## src/design/assert_macros.svh

```systemverilog
// Assertion macros used by the stack top module bounded_lifo_stack_unit.
// Each macro expects i_clk and i_rst_n in scope of the module that uses it.
`ifndef ASSERT_MACROS_SVH
`define ASSERT_MACROS_SVH

// Condition that holds at every clock edge outside reset
`define BLS_ASSERT_ALWAYS(label, cond) \
    label: assert property (@(posedge i_clk) disable iff (!i_rst_n) (cond)) \
        else $error("stack check failed");

// Same-cycle implication
`define BLS_ASSERT_IMPL(label, ante, cons) \
    label: assert property (@(posedge i_clk) disable iff (!i_rst_n) (ante) |-> (cons)) \
        else $error("stack check failed");

// Next-cycle implication
`define BLS_ASSERT_NEXT(label, ante, cons) \
    label: assert property (@(posedge i_clk) disable iff (!i_rst_n) (ante) |=> (cons)) \
        else $error("stack check failed");

`endif

```

## src/design/bls_pkg.sv

```systemverilog
// Shared types and constants of the bounded LIFO stack.
// No dependencies; used by every module of the block.
`default_nettype none

package bls_pkg;

    localparam int WORD_W    = 32;
    localparam int FUNC_W    = 3;
    localparam int STATUS_W  = 2;
    localparam int CAP_W     = 6;
    localparam int CAP_EXT_W = 7;
    localparam int DEPTH_DEF = 32;

    localparam logic [CAP_W-1:0] CAP_RESET = 6'd32;

    // Operation codes
    localparam logic [FUNC_W-1:0] FUNC_PUSH  = 3'd0;
    localparam logic [FUNC_W-1:0] FUNC_POP   = 3'd1;
    localparam logic [FUNC_W-1:0] FUNC_PEEK  = 3'd2;
    localparam logic [FUNC_W-1:0] FUNC_DRAIN = 3'd3;
    localparam logic [FUNC_W-1:0] FUNC_DMIN  = 3'd4;

    // Status codes
    localparam logic [STATUS_W-1:0] ST_OK  = 2'd0;
    localparam logic [STATUS_W-1:0] ST_OVF = 2'd1;
    localparam logic [STATUS_W-1:0] ST_UDF = 2'd2;

    localparam logic signed [WORD_W-1:0] WORD_FAIL = -32'sd1;
    localparam logic signed [WORD_W-1:0] WORD_NONE = 32'sh7FFF_FFFF;

    typedef struct packed {
        logic [FUNC_W-1:0]        func;
        logic signed [WORD_W-1:0] value;
    } t_in_beat;

    typedef struct packed {
        logic signed [WORD_W-1:0] data;
        logic [STATUS_W-1:0]      status;
        logic                     full_res;
        logic                     empty_res;
        logic                     last;
    } t_out_beat;

    typedef struct packed {
        logic we;
        logic re;
    } t_mem_ctl;

    typedef struct packed {
        logic init;
        logic upd;
    } t_min_ctl;

endpackage

`default_nettype wire

```

## src/design/bounded_lifo_stack_unit.sv

```systemverilog
// Bounded LIFO stack of signed 32-bit words with a configurable capacity.
// Input channel i_in_valid / o_in_stall carries one beat: an operation and a word.
// Output channel o_out_valid / i_out_stall returns result beats from an output
// register, so the block takes the next beat while a result still waits there.
// Push and pop go straight to their result; peek first reads the top word. Drain-out
// reads and emits each stored word in turn, top word first, with last on the final
// beat and nothing on an empty stack. Drain-min walks the words bottom up through
// one compare unit. The word store has a single read port. Codes 5 to 7 are dropped
// without a result.
// i_cfg_we writes the capacity (clamped to 1..DEPTH) and empties the stack;
// write it only while the block is idle. There is no read-back.
// Synchronous active-low reset empties the stack, sets capacity to 32 and
// clears the output valid flag. While the receiver stalls, the held result stays;
// a sequencer with its next result ready waits, raising o_in_stall until the beat is taken.
// Depends on bls_pkg, bls_mem, bls_min and assert_macros.svh.
`default_nettype none

module bounded_lifo_stack_unit #(
    parameter int DEPTH = bls_pkg::DEPTH_DEF
) (
    input  wire logic                      i_clk,
    input  wire logic                      i_rst_n,
    input  wire logic                      i_in_valid,
    output logic                           o_in_stall,
    input  wire bls_pkg::t_in_beat         i_in,
    output logic                           o_out_valid,
    input  wire logic                      i_out_stall,
    output bls_pkg::t_out_beat             o_out,
    input  wire logic                      i_cfg_we,
    input  wire logic [bls_pkg::CAP_W-1:0] i_cfg_data
);

`include "assert_macros.svh"

    localparam int CW = $clog2(DEPTH + 1);
    localparam int AW = $clog2(DEPTH);

    typedef enum logic [2:0] {
        S_IDLE,
        S_RD,
        S_CAP,
        S_EMIT,
        S_MRD,
        S_MCMP,
        S_MEND
    } t_state;

    t_state                                r_state;
    logic [bls_pkg::CAP_W-1:0]             r_cap;
    logic [CW-1:0]                         r_count;
    logic [AW-1:0]                         r_idx;
    logic [AW-1:0]                         r_last;
    logic [bls_pkg::FUNC_W-1:0]            r_func;
    bls_pkg::t_out_beat                    r_res;
    bls_pkg::t_out_beat                    r_out;
    logic                                  r_out_valid;

    logic [bls_pkg::CAP_EXT_W-1:0]         w_cap_ext;
    logic [bls_pkg::CAP_EXT_W-1:0]         w_cap_clamp;
    logic [CW-1:0]                         w_cap_eff;
    logic [CW-1:0]                         w_cnt_inc;
    logic [CW-1:0]                         w_cnt_dec;
    logic                                  w_full;
    logic                                  w_empty;
    logic                                  w_in_acc;
    logic                                  w_out_free;
    bls_pkg::t_mem_ctl                     w_mem_ctl;
    bls_pkg::t_min_ctl                     w_min_ctl;
    logic signed [bls_pkg::WORD_W-1:0]     w_rdata;
    logic signed [bls_pkg::WORD_W-1:0]     w_min;

    // Clamp capacity to 1..DEPTH
    always_comb begin
        w_cap_ext = {1'b0, r_cap};
        if (r_cap == '0) begin
            w_cap_clamp = bls_pkg::CAP_EXT_W'(1);
        end else if (w_cap_ext > bls_pkg::CAP_EXT_W'(DEPTH)) begin
            w_cap_clamp = bls_pkg::CAP_EXT_W'(DEPTH);
        end else begin
            w_cap_clamp = w_cap_ext;
        end
        w_cap_eff = w_cap_clamp[CW-1:0];
    end

    assign w_cnt_inc  = r_count + CW'(1);
    assign w_cnt_dec  = r_count - CW'(1);
    assign w_full     = (r_count == w_cap_eff);
    assign w_empty    = (r_count == '0);
    assign w_in_acc   = i_in_valid && (r_state == S_IDLE);
    assign w_out_free = !r_out_valid || !i_out_stall;

    // Store port and compare unit control
    assign w_mem_ctl.we  = w_in_acc && (i_in.func == bls_pkg::FUNC_PUSH) && !w_full;
    assign w_mem_ctl.re  = (r_state == S_RD) || (r_state == S_MRD);
    assign w_min_ctl.init = w_in_acc && (i_in.func == bls_pkg::FUNC_DMIN);
    assign w_min_ctl.upd  = (r_state == S_MCMP);

    bls_mem #(
        .DEPTH (DEPTH),
        .AW    (AW)
    ) u_mem (
        .i_clk   (i_clk),
        .i_ctl   (w_mem_ctl),
        .i_waddr (r_count[AW-1:0]),
        .i_wdata (i_in.value),
        .i_raddr (r_idx),
        .o_rdata (w_rdata)
    );

    bls_min u_min (
        .i_clk  (i_clk),
        .i_ctl  (w_min_ctl),
        .i_word (w_rdata),
        .o_min  (w_min)
    );

    // Sequencer, stack state and output register
    always_ff @(posedge i_clk) begin
        if (!i_rst_n) begin
            r_state     <= S_IDLE;
            r_out_valid <= 1'b0;
            r_count     <= '0;
            r_cap       <= bls_pkg::CAP_RESET;
        end else begin
            // Drop the output beat once taken
            if (r_out_valid && !i_out_stall) begin
                r_out_valid <= 1'b0;
            end

            unique case (r_state)
                S_IDLE: begin
                    if (i_in_valid) begin
                        r_func          <= i_in.func;
                        r_res.data      <= '0;
                        r_res.status    <= bls_pkg::ST_OK;
                        r_res.full_res  <= w_full;
                        r_res.empty_res <= w_empty;
                        r_res.last      <= 1'b1;
                        unique case (i_in.func)
                            bls_pkg::FUNC_PUSH: begin
                                if (w_full) begin
                                    r_res.status <= bls_pkg::ST_OVF;
                                end else begin
                                    r_count         <= w_cnt_inc;
                                    r_res.full_res  <= (w_cnt_inc == w_cap_eff);
                                    r_res.empty_res <= 1'b0;
                                end
                                r_state <= S_EMIT;
                            end
                            bls_pkg::FUNC_POP: begin
                                if (w_empty) begin
                                    r_res.status <= bls_pkg::ST_UDF;
                                end else begin
                                    r_count         <= w_cnt_dec;
                                    r_res.full_res  <= 1'b0;
                                    r_res.empty_res <= (w_cnt_dec == '0);
                                end
                                r_state <= S_EMIT;
                            end
                            bls_pkg::FUNC_PEEK: begin
                                if (w_empty) begin
                                    r_res.data   <= bls_pkg::WORD_FAIL;
                                    r_res.status <= bls_pkg::ST_UDF;
                                    r_state      <= S_EMIT;
                                end else begin
                                    r_idx   <= w_cnt_dec[AW-1:0];
                                    r_state <= S_RD;
                                end
                            end
                            bls_pkg::FUNC_DRAIN: begin
                                // Empty stack gives no beat at all
                                if (!w_empty) begin
                                    r_count         <= '0;
                                    r_idx           <= w_cnt_dec[AW-1:0];
                                    r_res.full_res  <= 1'b0;
                                    r_res.empty_res <= 1'b1;
                                    r_state         <= S_RD;
                                end
                            end
                            bls_pkg::FUNC_DMIN: begin
                                r_count         <= '0;
                                r_res.full_res  <= 1'b0;
                                r_res.empty_res <= 1'b1;
                                if (w_empty) begin
                                    r_res.data <= bls_pkg::WORD_NONE;
                                    r_state    <= S_EMIT;
                                end else begin
                                    r_idx   <= '0;
                                    r_last  <= w_cnt_dec[AW-1:0];
                                    r_state <= S_MRD;
                                end
                            end
                            default: begin
                                // Unused codes: drop the beat
                            end
                        endcase
                    end
                end
                S_RD: begin
                    r_state <= S_CAP;
                end
                S_CAP: begin
                    r_res.data <= w_rdata;
                    r_res.last <= (r_func != bls_pkg::FUNC_DRAIN) || (r_idx == '0);
                    r_state    <= S_EMIT;
                end
                S_EMIT: begin
                    if (w_out_free) begin
                        r_out       <= r_res;
                        r_out_valid <= 1'b1;
                        if ((r_func == bls_pkg::FUNC_DRAIN) && (r_idx != '0)) begin
                            r_idx   <= r_idx - AW'(1);
                            r_state <= S_RD;
                        end else begin
                            r_state <= S_IDLE;
                        end
                    end
                end
                S_MRD: begin
                    r_state <= S_MCMP;
                end
                S_MCMP: begin
                    if (r_idx == r_last) begin
                        r_state <= S_MEND;
                    end else begin
                        r_idx   <= r_idx + AW'(1);
                        r_state <= S_MRD;
                    end
                end
                S_MEND: begin
                    r_res.data <= w_min;
                    r_state    <= S_EMIT;
                end
                default: begin
                    r_state <= S_IDLE;
                end
            endcase

            // Capacity write empties the stack
            if (i_cfg_we) begin
                r_cap   <= i_cfg_data;
                r_count <= '0;
            end
        end
    end

    assign o_in_stall  = (r_state != S_IDLE);
    assign o_out_valid = r_out_valid;
    assign o_out       = r_out;

    // Checks
    `BLS_ASSERT_ALWAYS(a_count_within_cap, r_count <= w_cap_eff)
    `BLS_ASSERT_IMPL(a_nonlast_only_drain, r_out_valid && !r_out.last, r_func == bls_pkg::FUNC_DRAIN)
    `BLS_ASSERT_NEXT(a_push_grows, w_mem_ctl.we && !i_cfg_we, r_count == $past(w_cnt_inc))
    `BLS_ASSERT_IMPL(a_min_walk_empty, r_state == S_MRD || r_state == S_MCMP || r_state == S_MEND, r_count == '0)

endmodule

`default_nettype wire

```

## src/design/bls_mem.sv

```systemverilog
// Word store of the stack: one write port, one read port, registered read data.
// Depends on bls_pkg for the word width and the port control struct.
`default_nettype none

module bls_mem #(
    parameter int DEPTH = bls_pkg::DEPTH_DEF,
    parameter int AW    = $clog2(DEPTH)
) (
    input  wire logic                             i_clk,
    input  wire bls_pkg::t_mem_ctl                i_ctl,
    input  wire logic [AW-1:0]                    i_waddr,
    input  wire logic signed [bls_pkg::WORD_W-1:0] i_wdata,
    input  wire logic [AW-1:0]                    i_raddr,
    output logic signed [bls_pkg::WORD_W-1:0]     o_rdata
);

    logic signed [bls_pkg::WORD_W-1:0] r_mem [DEPTH];
    logic signed [bls_pkg::WORD_W-1:0] r_rdata;

    // Write a pushed word
    always_ff @(posedge i_clk) begin
        if (i_ctl.we) begin
            r_mem[i_waddr] <= i_wdata;
        end
    end

    // Read one word, data valid the next cycle
    always_ff @(posedge i_clk) begin
        if (i_ctl.re) begin
            r_rdata <= r_mem[i_raddr];
        end
    end

    assign o_rdata = r_rdata;

endmodule

`default_nettype wire

```

## src/design/bls_min.sv

```systemverilog
// Running-minimum unit: one signed compare and select, reused for every stored word.
// Depends on bls_pkg for the word width, the empty-minimum constant and the control struct.
`default_nettype none

module bls_min (
    input  wire logic                              i_clk,
    input  wire bls_pkg::t_min_ctl                 i_ctl,
    input  wire logic signed [bls_pkg::WORD_W-1:0] i_word,
    output logic signed [bls_pkg::WORD_W-1:0]      o_min
);

    logic signed [bls_pkg::WORD_W-1:0] r_min;

    // Start from the largest word, then keep the smaller one
    always_ff @(posedge i_clk) begin
        if (i_ctl.init) begin
            r_min <= bls_pkg::WORD_NONE;
        end else if (i_ctl.upd && (i_word < r_min)) begin
            r_min <= i_word;
        end
    end

    assign o_min = r_min;

endmodule

`default_nettype wire
```

## config.mk

```make
export PLATFORM = sky130hd
export DESIGN_NAME = bounded_lifo_stack_unit
export DESIGN_NICKNAME = d
export VERILOG_FILES = /design/src/design/bls_pkg.sv /design/src/design/bounded_lifo_stack_unit.sv /design/src/design/bls_mem.sv /design/src/design/bls_min.sv
export VERILOG_INCLUDE_DIRS = /design/src /design/src/design
export SDC_FILE = /design/constraint.sdc
export NUM_CORES = 1
export LEC_CHECK = 0
export BUFFER_PORTS_ARGS = -buffer_cell sky130_fd_sc_hd__buf_2
export CORE_MARGIN = 4
export CORE_UTILIZATION = 52
export DETAILED_ROUTE_END_ITERATION = 8
export PLACE_DENSITY = 0.71
export SYNTH_ARGS = -nofsm -noshare
export SYNTH_HDL_FRONTEND = slang
export SYNTH_SLANG_ARGS = --single-unit
```

## constraint.sdc

```tcl
create_clock -name i_clk -period 8 [get_ports i_clk]
set_input_delay 1.6 -clock i_clk [delete_from_list [all_inputs] [get_ports i_clk]]
set_output_delay 1.6 -clock i_clk [all_outputs]
set_load 0.01 [all_outputs]
```

==> out/metrics.yaml, run 1 <==
run_status:
  status: "complete, no violations"
sta:
  rsz0062_at_grt: "no"
  min_period_ps: 4950
  fmax_mhz: 202
  fin_crit_sh_pct: 61.8
  drv_slew: 0
  skew_ps: 25.2
  hold_viol_final: 0
  relSlewSlack_pct: 13.8
  setup_viol: 0
  tightest_slew_ps: 1290
  tns_ps: 0
setup_path:
  worstPathCellList: "buf_2, or4b_1, nor4b_2, nand2_1, nor2_4"
  cp-end-kind: "flop"
  timing.rr.end: "u_mem.r_mem[25][31]$_DFFE_PP_"
  required_ps: 8270
  reg2reg_slack_ps: 3320
  cp.arrival_ps: 5220
  startpoint: "i_in_valid"
  path_delay_family: "simple AND/OR/NAND/NOR gates"
  max_stage_delay_ps: 1210
  worst_path_max_delay_cell: "nor2_4"
  setup.worst_path.end: "u_mem.r_mem[25][31]$_DFFE_PP_"
  critical_path_class: "input pin to flop"
  crit_path_start_kind: "input pin"
  ff2ff_path_depth: 5
  cp_num_cells: 5
  path_max_fanout: 32
  critical_path_buf_inv_count: 1
  timing.rr.start: "r_state[2]$_SDFFE_PN0P_"
synthesis:
  synthAdderAreaFrac_pct: 1.05
  synth_edf_count: 1143
  synth_compound_area_share_pct: 2.42
  synthMuxAreaShare_pct: 16.6
  synth_cell_type_count: 69
  syn_avg_cell_area_um2: 19.6
  ys_ff_latch: 1191
  async_flop_share_pct: 0
  synth_area_um2: 48400
  ys_seq_area_share_pct: 72.9
  yosys_warnings: 0
  ys.flop_type: "edfxtp_1"
  syn_inst: 2469
  synthSimpleGateAreaFrac_pct: 4.77
  synth_xor_area_share_pct: 0.416
  synth_nets: 2555
  synth_top_family_by_area: "multiplexers"
detailed_routing:
  viasPerCell: 6.27
  drc_errors: 0
  finalWirelength_mm: 105
  num_vias: 24314
  drt_iter0_drc: 2704
  firstDrtPassIters: 7
  drt-wirelength-per-cell_um: 27.0
  ant_nets: 0
clocking:
  clk_latency_ps: 680
  clockBufferDepth: 3
  post_cts_buffers: 0
  cts-root-buf: "clkbuf_16"
  numCtsBuffers: 114
  clock_sinks: 1191
  clk_pin_slew_worst_paths_ps: 60
  cts_resized: 0
  cts_tree: "yes"
  htree_levels: 3
  holdBufCountCts: 0
floorplan:
  die_h_um: 313
  die-area_um2: 98000
  start_util_pct: 52.6
  die_x_um: 313
  core-area_um2: 91900
  pin_count: 85
  rows: 111
cells_and_area:
  area_growth_pct: 11.5
  fill_cells: 6579
  final_cells: 3877
  nets: 2622
  drive_gt1_share_pct: 26.3
  final_util_pct: 58.7
global_route:
  grt.total_usage_pct: 21.5
  antenna_found_initial: 9
  grt_pass1_wl_mm: 158
  grt_pass1_vias: 24503
  grt_max_degree: 155
  overflow: 0
placed_design:
  dp_hpwl_mm: 61.1
  numPortBuffers: 84
  gp_congestion: 0.829
  dp_cells: 3663
pwr:
  peakVddDrop_mv: 0.205
  power.leakage_nw: 17.0
  power_density_nw_per_um2: 255
min_path:
  worstHoldPathType: "flop to flop"
run:
  cap_viol_max_count: 0
[worst min path at each step]
stage,startpoint,endpoint,slack [ps],depth (start not counted)
finish,r_res[11]$_DFFE_PP_,o_out[11]$_DFFE_PP_,410,0
global route,r_res[13]$_DFFE_PP_,o_out[13]$_DFFE_PP_,420,0
CTS,r_res[11]$_DFFE_PP_,o_out[11]$_DFFE_PP_,420,0
detailed placement,r_res[8]$_DFFE_PP_,o_out[8]$_DFFE_PP_,400,0
global placement,r_res[8]$_DFFE_PP_,o_out[8]$_DFFE_PP_,400,0
floorplan,r_res[0]$_DFFE_PP_,o_out[0]$_DFFE_PP_,400,0
[state kept, by name, summed over array words and instances, names as in the netlist]
register	flops
r_state	3
u_mem.o_rdata	32
r_func	3
r_idx	5
o_out	37
u_min.o_min	32
o_out_valid	1
r_count	6
r_res	37
u_mem.r_mem	1024
r_cap	6
r_last	5
[routing by layer]
layer	global-route usage [%]	wire length, um
met5	0	0
met4	4.02	1800
met3	3.97	8870
met2	34.4	51000
met1	31.8	42900
[worst register-to-register path, cell delays in order, from the launching register on]
cell and delay [ps]:
dfxtp_2 310, buf_4 310, or4b_1 880, nor4b_2 830, nand2_1 740, nor2_4 1210
[through the flow]
step / power, mW / hold slack [ps] / worst slack [ps] / instance area (um2)
global placement: 8.41 / 403 / 2480 / 50200
CTS: 13.8 / 417 / 3110 / 54000
finish: 13.8 / 413 / 3050 / 54000
detailed placement: 8.48 / 405 / 2400 / 50200
global route: 14.3 / 424 / 3000 / 54000
floorplan: 8.08 / 400 / 1660 / 48400
[cell families (layout without fill, tap and decap cells)]
family | after synthesis | count (layout)
DFF | 1191 | 1191
and+or+nand+nor | 439 | 439
muxes | 396 | 396
buffers and inverters | 202 | 365
AOI/OAI and AO/OA | 178 | 178
adders and majority gates | 40 | 40
xor gates and xnor gates | 23 | 23
other | 0 | 2
[where the power goes]
part	switching [mW]	internal [mW]
logic	0.824	0.478
clock network	2.27	3.14
registers	0.0899	6.97
total	3.18	10.6
[Yosys cell counts, drive strengths merged (8+ instances only)]
library cell | n | area [um2]
nand4 | 9 | 56.3
mux4 | 321 | 7230
o311ai | 30 | 263
o21ai | 78 | 390
and3 | 63 | 394
a21oi | 26 | 130
dfxtp | 48 | 961
xnor2 | 14 | 123
nor4 | 66 | 413
xor2 | 9 | 78.8
nand3b | 33 | 248
mux2 | 35 | 394
inv | 42 | 158
nand2 | 71 | 267
nor2 | 110 | 429
ha | 39 | 488
buf | 60 | 367
edfxtp | 1143 | 34300
clkbuf | 100 | 375
mux2i | 40 | 400
nand2b | 8 | 50.1
nor3 | 44 | 220
nand3 | 18 | 90.1
[cell usage in the layout, fill, tap and decap left out, drive strengths merged, types with 9 or more instances in the layout]
cell / n
o21ai: 78
nor2: 110
buf: 111
mux4: 321
nand2: 71
dfxtp: 48
xor2: 9
o311ai: 30
mux2: 35
nor3: 44
nand3b: 33
ha: 39
and3: 63
nand4: 9
bufinv: 14
nor4: 66
clkbuf: 134
clkinv: 54
inv: 44
a21oi: 26
xnor2: 14
edfxtp: 1143
mux2i: 40
nand3: 18
[final cells by class]
type,count,area (um2),share of cell area (%)
multi-input combinational,1076,12500,23.2
tap,1243,1560,2.88
timing repair buffer,111,661,1.22
sequential,1191,35300,65.4
inverter,42,158,0.292
clock buffer,134,3010,5.58
antenna,2,5.00,0.00927
clock inverter,78,787,1.46
Note: power is estimated with default switching activity, not from simulation.
==> run 2, diff against run 1 <==
--- a/config.mk
+++ b/config.mk
@@ -6,6 +6,7 @@
 export SDC_FILE = /design/constraint.sdc
 export NUM_CORES = 1
 export LEC_CHECK = 0
+export ABC_AREA = 1
 export BUFFER_PORTS_ARGS = -buffer_cell sky130_fd_sc_hd__buf_2
 export CORE_MARGIN = 4
 export CORE_UTILIZATION = 52
==> constraint.sdc (replaced) <==
create_clock -name i_clk -period 4.35 [get_ports i_clk]
set_input_delay 0.87 -clock i_clk [delete_from_list [all_inputs] [get_ports i_clk]]
set_output_delay 0.87 -clock i_clk [all_outputs]
set_load 0.01 [all_outputs]
==> out/metrics.yaml, run 2 <==
cells_and_area:
  final_common_cell: "edfxtp_1"
  area_growth_pct: 11.9
  fill_cells: 6786  # +3.1%
  layout_common_cells: "edfxtp_1, nor2_1, o21ai_0"
  largest_reg_flops: 1024  # unchanged
  final_util_pct: 58.9  # +0.19 points
  regMostFlops: "u_mem.r_mem"
  drive_gt1_share_pct: 11.4  # -15 points
  nets: 3661  # +40%
run_status:
  status: "complete, no violations"
sta:
  rsz0062_at_grt: "no"
  tns_ps: 0  # unchanged
  relSlewSlack_pct: 28.6  # +15 points
  fmax_mhz: 252
  setup_viol: 0  # unchanged
  fin_crit_sh_pct: 91.4
  hold_viol_final: 0  # unchanged
  drv_slew: 0  # unchanged
  tightest_slew_ps: 1070  # -220 ps
  min_period_ps: 3970
  skew_ps: 36.7  # +11.5 ps
synthesis:
  synth_commonest_cells: "edfxtp_1, nor2_1, o21ai_0, o221ai_1, clkbuf_1"
  synth_top_area_share_pct: 72.1  # +1.2 points
  ys_seq_area_share_pct: 74.2  # +1.3 points
  synth_area_leaders: "edfxtp_1, nor2_1, o21ai_0, o221ai_1, dfxtp_1"
  synth_nets: 3625  # +42%
  synth_area_um2: 47600  # -1.7%
  synth_area_leader_cell: "edfxtp_1"
  yosys_warnings: 0  # unchanged
  ys_ff_latch: 1191  # unchanged
  synth_cell_type_count: 43  # -38%
  synth_edf_count: 1143  # unchanged
  syn_avg_cell_area_um2: 13.4  # -31%
  synth_most_common_cell: "edfxtp_1"
  syn_inst: 3539  # +43%
  ys.flop_type: "edfxtp_1"
  async_flop_share_pct: 0  # unchanged
floorplan:
  core-area_um2: 90400  # -1.6%
  start_util_pct: 52.6  # about the same
  rows: 110  # -0.90%
  die_h_um: 310  # -0.83%
  die-area_um2: 96400  # -1.7%
  die_x_um: 310  # -0.83%
  pin_count: 85  # unchanged
clocking:
  clk_pin_slew_worst_paths_ps: 60  # about the same
  htree_levels: 3  # unchanged
  cts_resized: 0  # unchanged
  numCtsBuffers: 116  # +1.8%
  holdBufCountCts: 0  # unchanged
  cts_tree: "yes"
  post_cts_buffers: 0  # unchanged
  clk_latency_ps: 700  # +20 ps
  clock_sinks: 1191  # unchanged
  cts-root-buf: "clkbuf_16"
  clockBufferDepth: 3  # unchanged
setup_path:
  reg2reg_slack_ps: 380  # -2940 ps
  cp-end-kind: "flop"
  critical_path_class: "flop to flop"
  required_ps: 4690  # -3580 ps
  crit_path_start_kind: "flop"
  ff2ff_path_depth: 8  # +3
  startpoint: "r_idx[0]$_DFFE_PP_"
  path_max_fanout: 159  # +400%
  timing.rr.start: "r_idx[0]$_DFFE_PP_"
  timing.rr.end: "u_mem.o_rdata[6]$_DFFE_PP_"
  cp.arrival_ps: 4320  # -900 ps
detailed_routing:
  finalWirelength_mm: 124  # +18%
  drc_errors: 0  # unchanged
  drt-wirelength-per-cell_um: 25.6  # -5.3%
  ant_nets: 0  # unchanged
  viasPerCell: 6.32  # +0.85%
  drt_iter0_drc: 4046  # +50%
  num_vias: 30618  # +26%
  firstDrtPassIters: 5  # -2
min_path:
  hold_path_end: "r_func[0]$_DFFE_PP_"
  worstHoldPathType: "input pin to flop"
  min_path_cells: 1  # +1
  hold_path_startpoint: "i_in[32]"
pwr:
  p_sw_share_pct: 23.9  # +0.77 points
  p_int_mw: 18.9  # +78%
  seqPwrFrac_pct: 52.1  # +0.8 points
  p_switching_mw: 5.92  # +86%
  peakVddDrop_mv: 0.361  # +77%
  power_density_nw_per_um2: 466  # +83%
  pwr-share-comb_pct: 9.0  # -0.5 points
  clock_power_share_pct: 38.9  # -0.4 points
  power.leakage_nw: 17.5  # +2.6%
placed_design:
  dp_hpwl_mm: 67.9  # +11%
  numPortBuffers: 84  # unchanged
  gp_congestion: 0.877  # +5.8%
global_route:
  overflow: 0  # unchanged
  grt_pass1_vias: 29253  # +19%
  grt_max_degree: 160  # +3.2%
  grt_pass1_wl_mm: 184  # +16%
  grt.total_usage_pct: 25.5  # +3.9 points
  antenna_found_initial: 6  # -3
run:
  cap_viol_max_count: 0  # unchanged
## run 2: changes by cell type after synthesis, moves of 40 or more
cell and delta:
mux4_2 -321, buf_2 +44, mux2i_1 -40, o221ai_1 +206, clkbuf_1 +67, nor2_1 +530
inv_1 +40, and3_1 -63, nor4_1 -65, o22ai_1 +53, nand3_1 +138, o21ai_0 +349
o21ai_1 +140
## run 2: layer usage
| layer | share of wire, % | track usage [%] |
|---|---|---|
| met1 | 40 | 36.0 |
| met2 | 47 | 41.1 |
| met3 | 8.9 | 4.08 |
| met4 | 3.3 | 8.15 |
| met5 | 0.0057 | 0 |
## run 2: logic make-up after synthesis
logic type	Yosys count	synth area share, %
adders and majority gates	40	1.07
and+or+nand+nor	980	8.61
buffers and inverters	348	3.08
xor gates and xnor gates	19	0.366
AOI/OAI and AO/OA	961	12.7
DFF	1191	74.2
## run 2: metrics by stage
| step | cells | hold slack [ps] | power [mW] | setup WS, ps | instance area (um2) |
|---|---|---|---|---|---|
| finish | 4841 | 398 | 24.8 | 376 | 53200 |
| global route | 4840 | 388 | 25.6 | 252 | 53200 |
| CTS | 4840 | 374 | 24.9 | 478 | 53200 |
| detailed placement | 4633 | 405 | 15.4 | 535 | 49600 |
| global placement | 4633 | 400 | 15.3 | 583 | 49600 |
| floorplan | 3539 | 400 | 14.5 | 226 | 47600 |
## run 2: layout make-up
cell class	instances	area (um2)	share of cell area, %
flip-flops and latches	1191	35300	66.3
multi-input cells	2000	11100	20.8
clock buffers	149	3070	5.76
well taps	1176	1470	2.76
repair buffers	168	1360	2.56
clock inverters	58	566	1.06
inverters	98	397	0.745
diodes	1	2.50	0.00470
## run 2: worst max-delay path by stage
stage / slack (ps) / end
finish: 380 / u_mem.o_rdata[6]$_DFFE_PP_
global route: 250 / u_mem.o_rdata[6]$_DFFE_PP_
CTS: 480 / u_mem.o_rdata[6]$_DFFE_PP_
detailed placement: 540 / u_mem.o_rdata[6]$_DFFE_PP_
global placement: 580 / u_mem.o_rdata[6]$_DFFE_PP_
floorplan: 230 / o_out[0]$_DFFE_PP_
## run 2: power by group through the flow
stage	Clock (mW)	Combinational [mW]	Sequential, mW
6_report	9.65	2.24	12.9
5_1_grt	10.2	2.44	12.9
3_3_place_gp	0	2.17	13.1
4_1_cts	9.73	2.22	12.9
2_1_floorplan	0	1.36	13.1
3_5_place_dp	0	2.20	13.2
## run 2: critical path: stages, from the launching register on
cell and delay (ps):
edfxtp_1 800, buf_12 630, buf_4 620, o21ai_0 190
o22ai_1 210, nor2_1 60, nor2_1 110, o21ai_1 70
a32oi_1 850
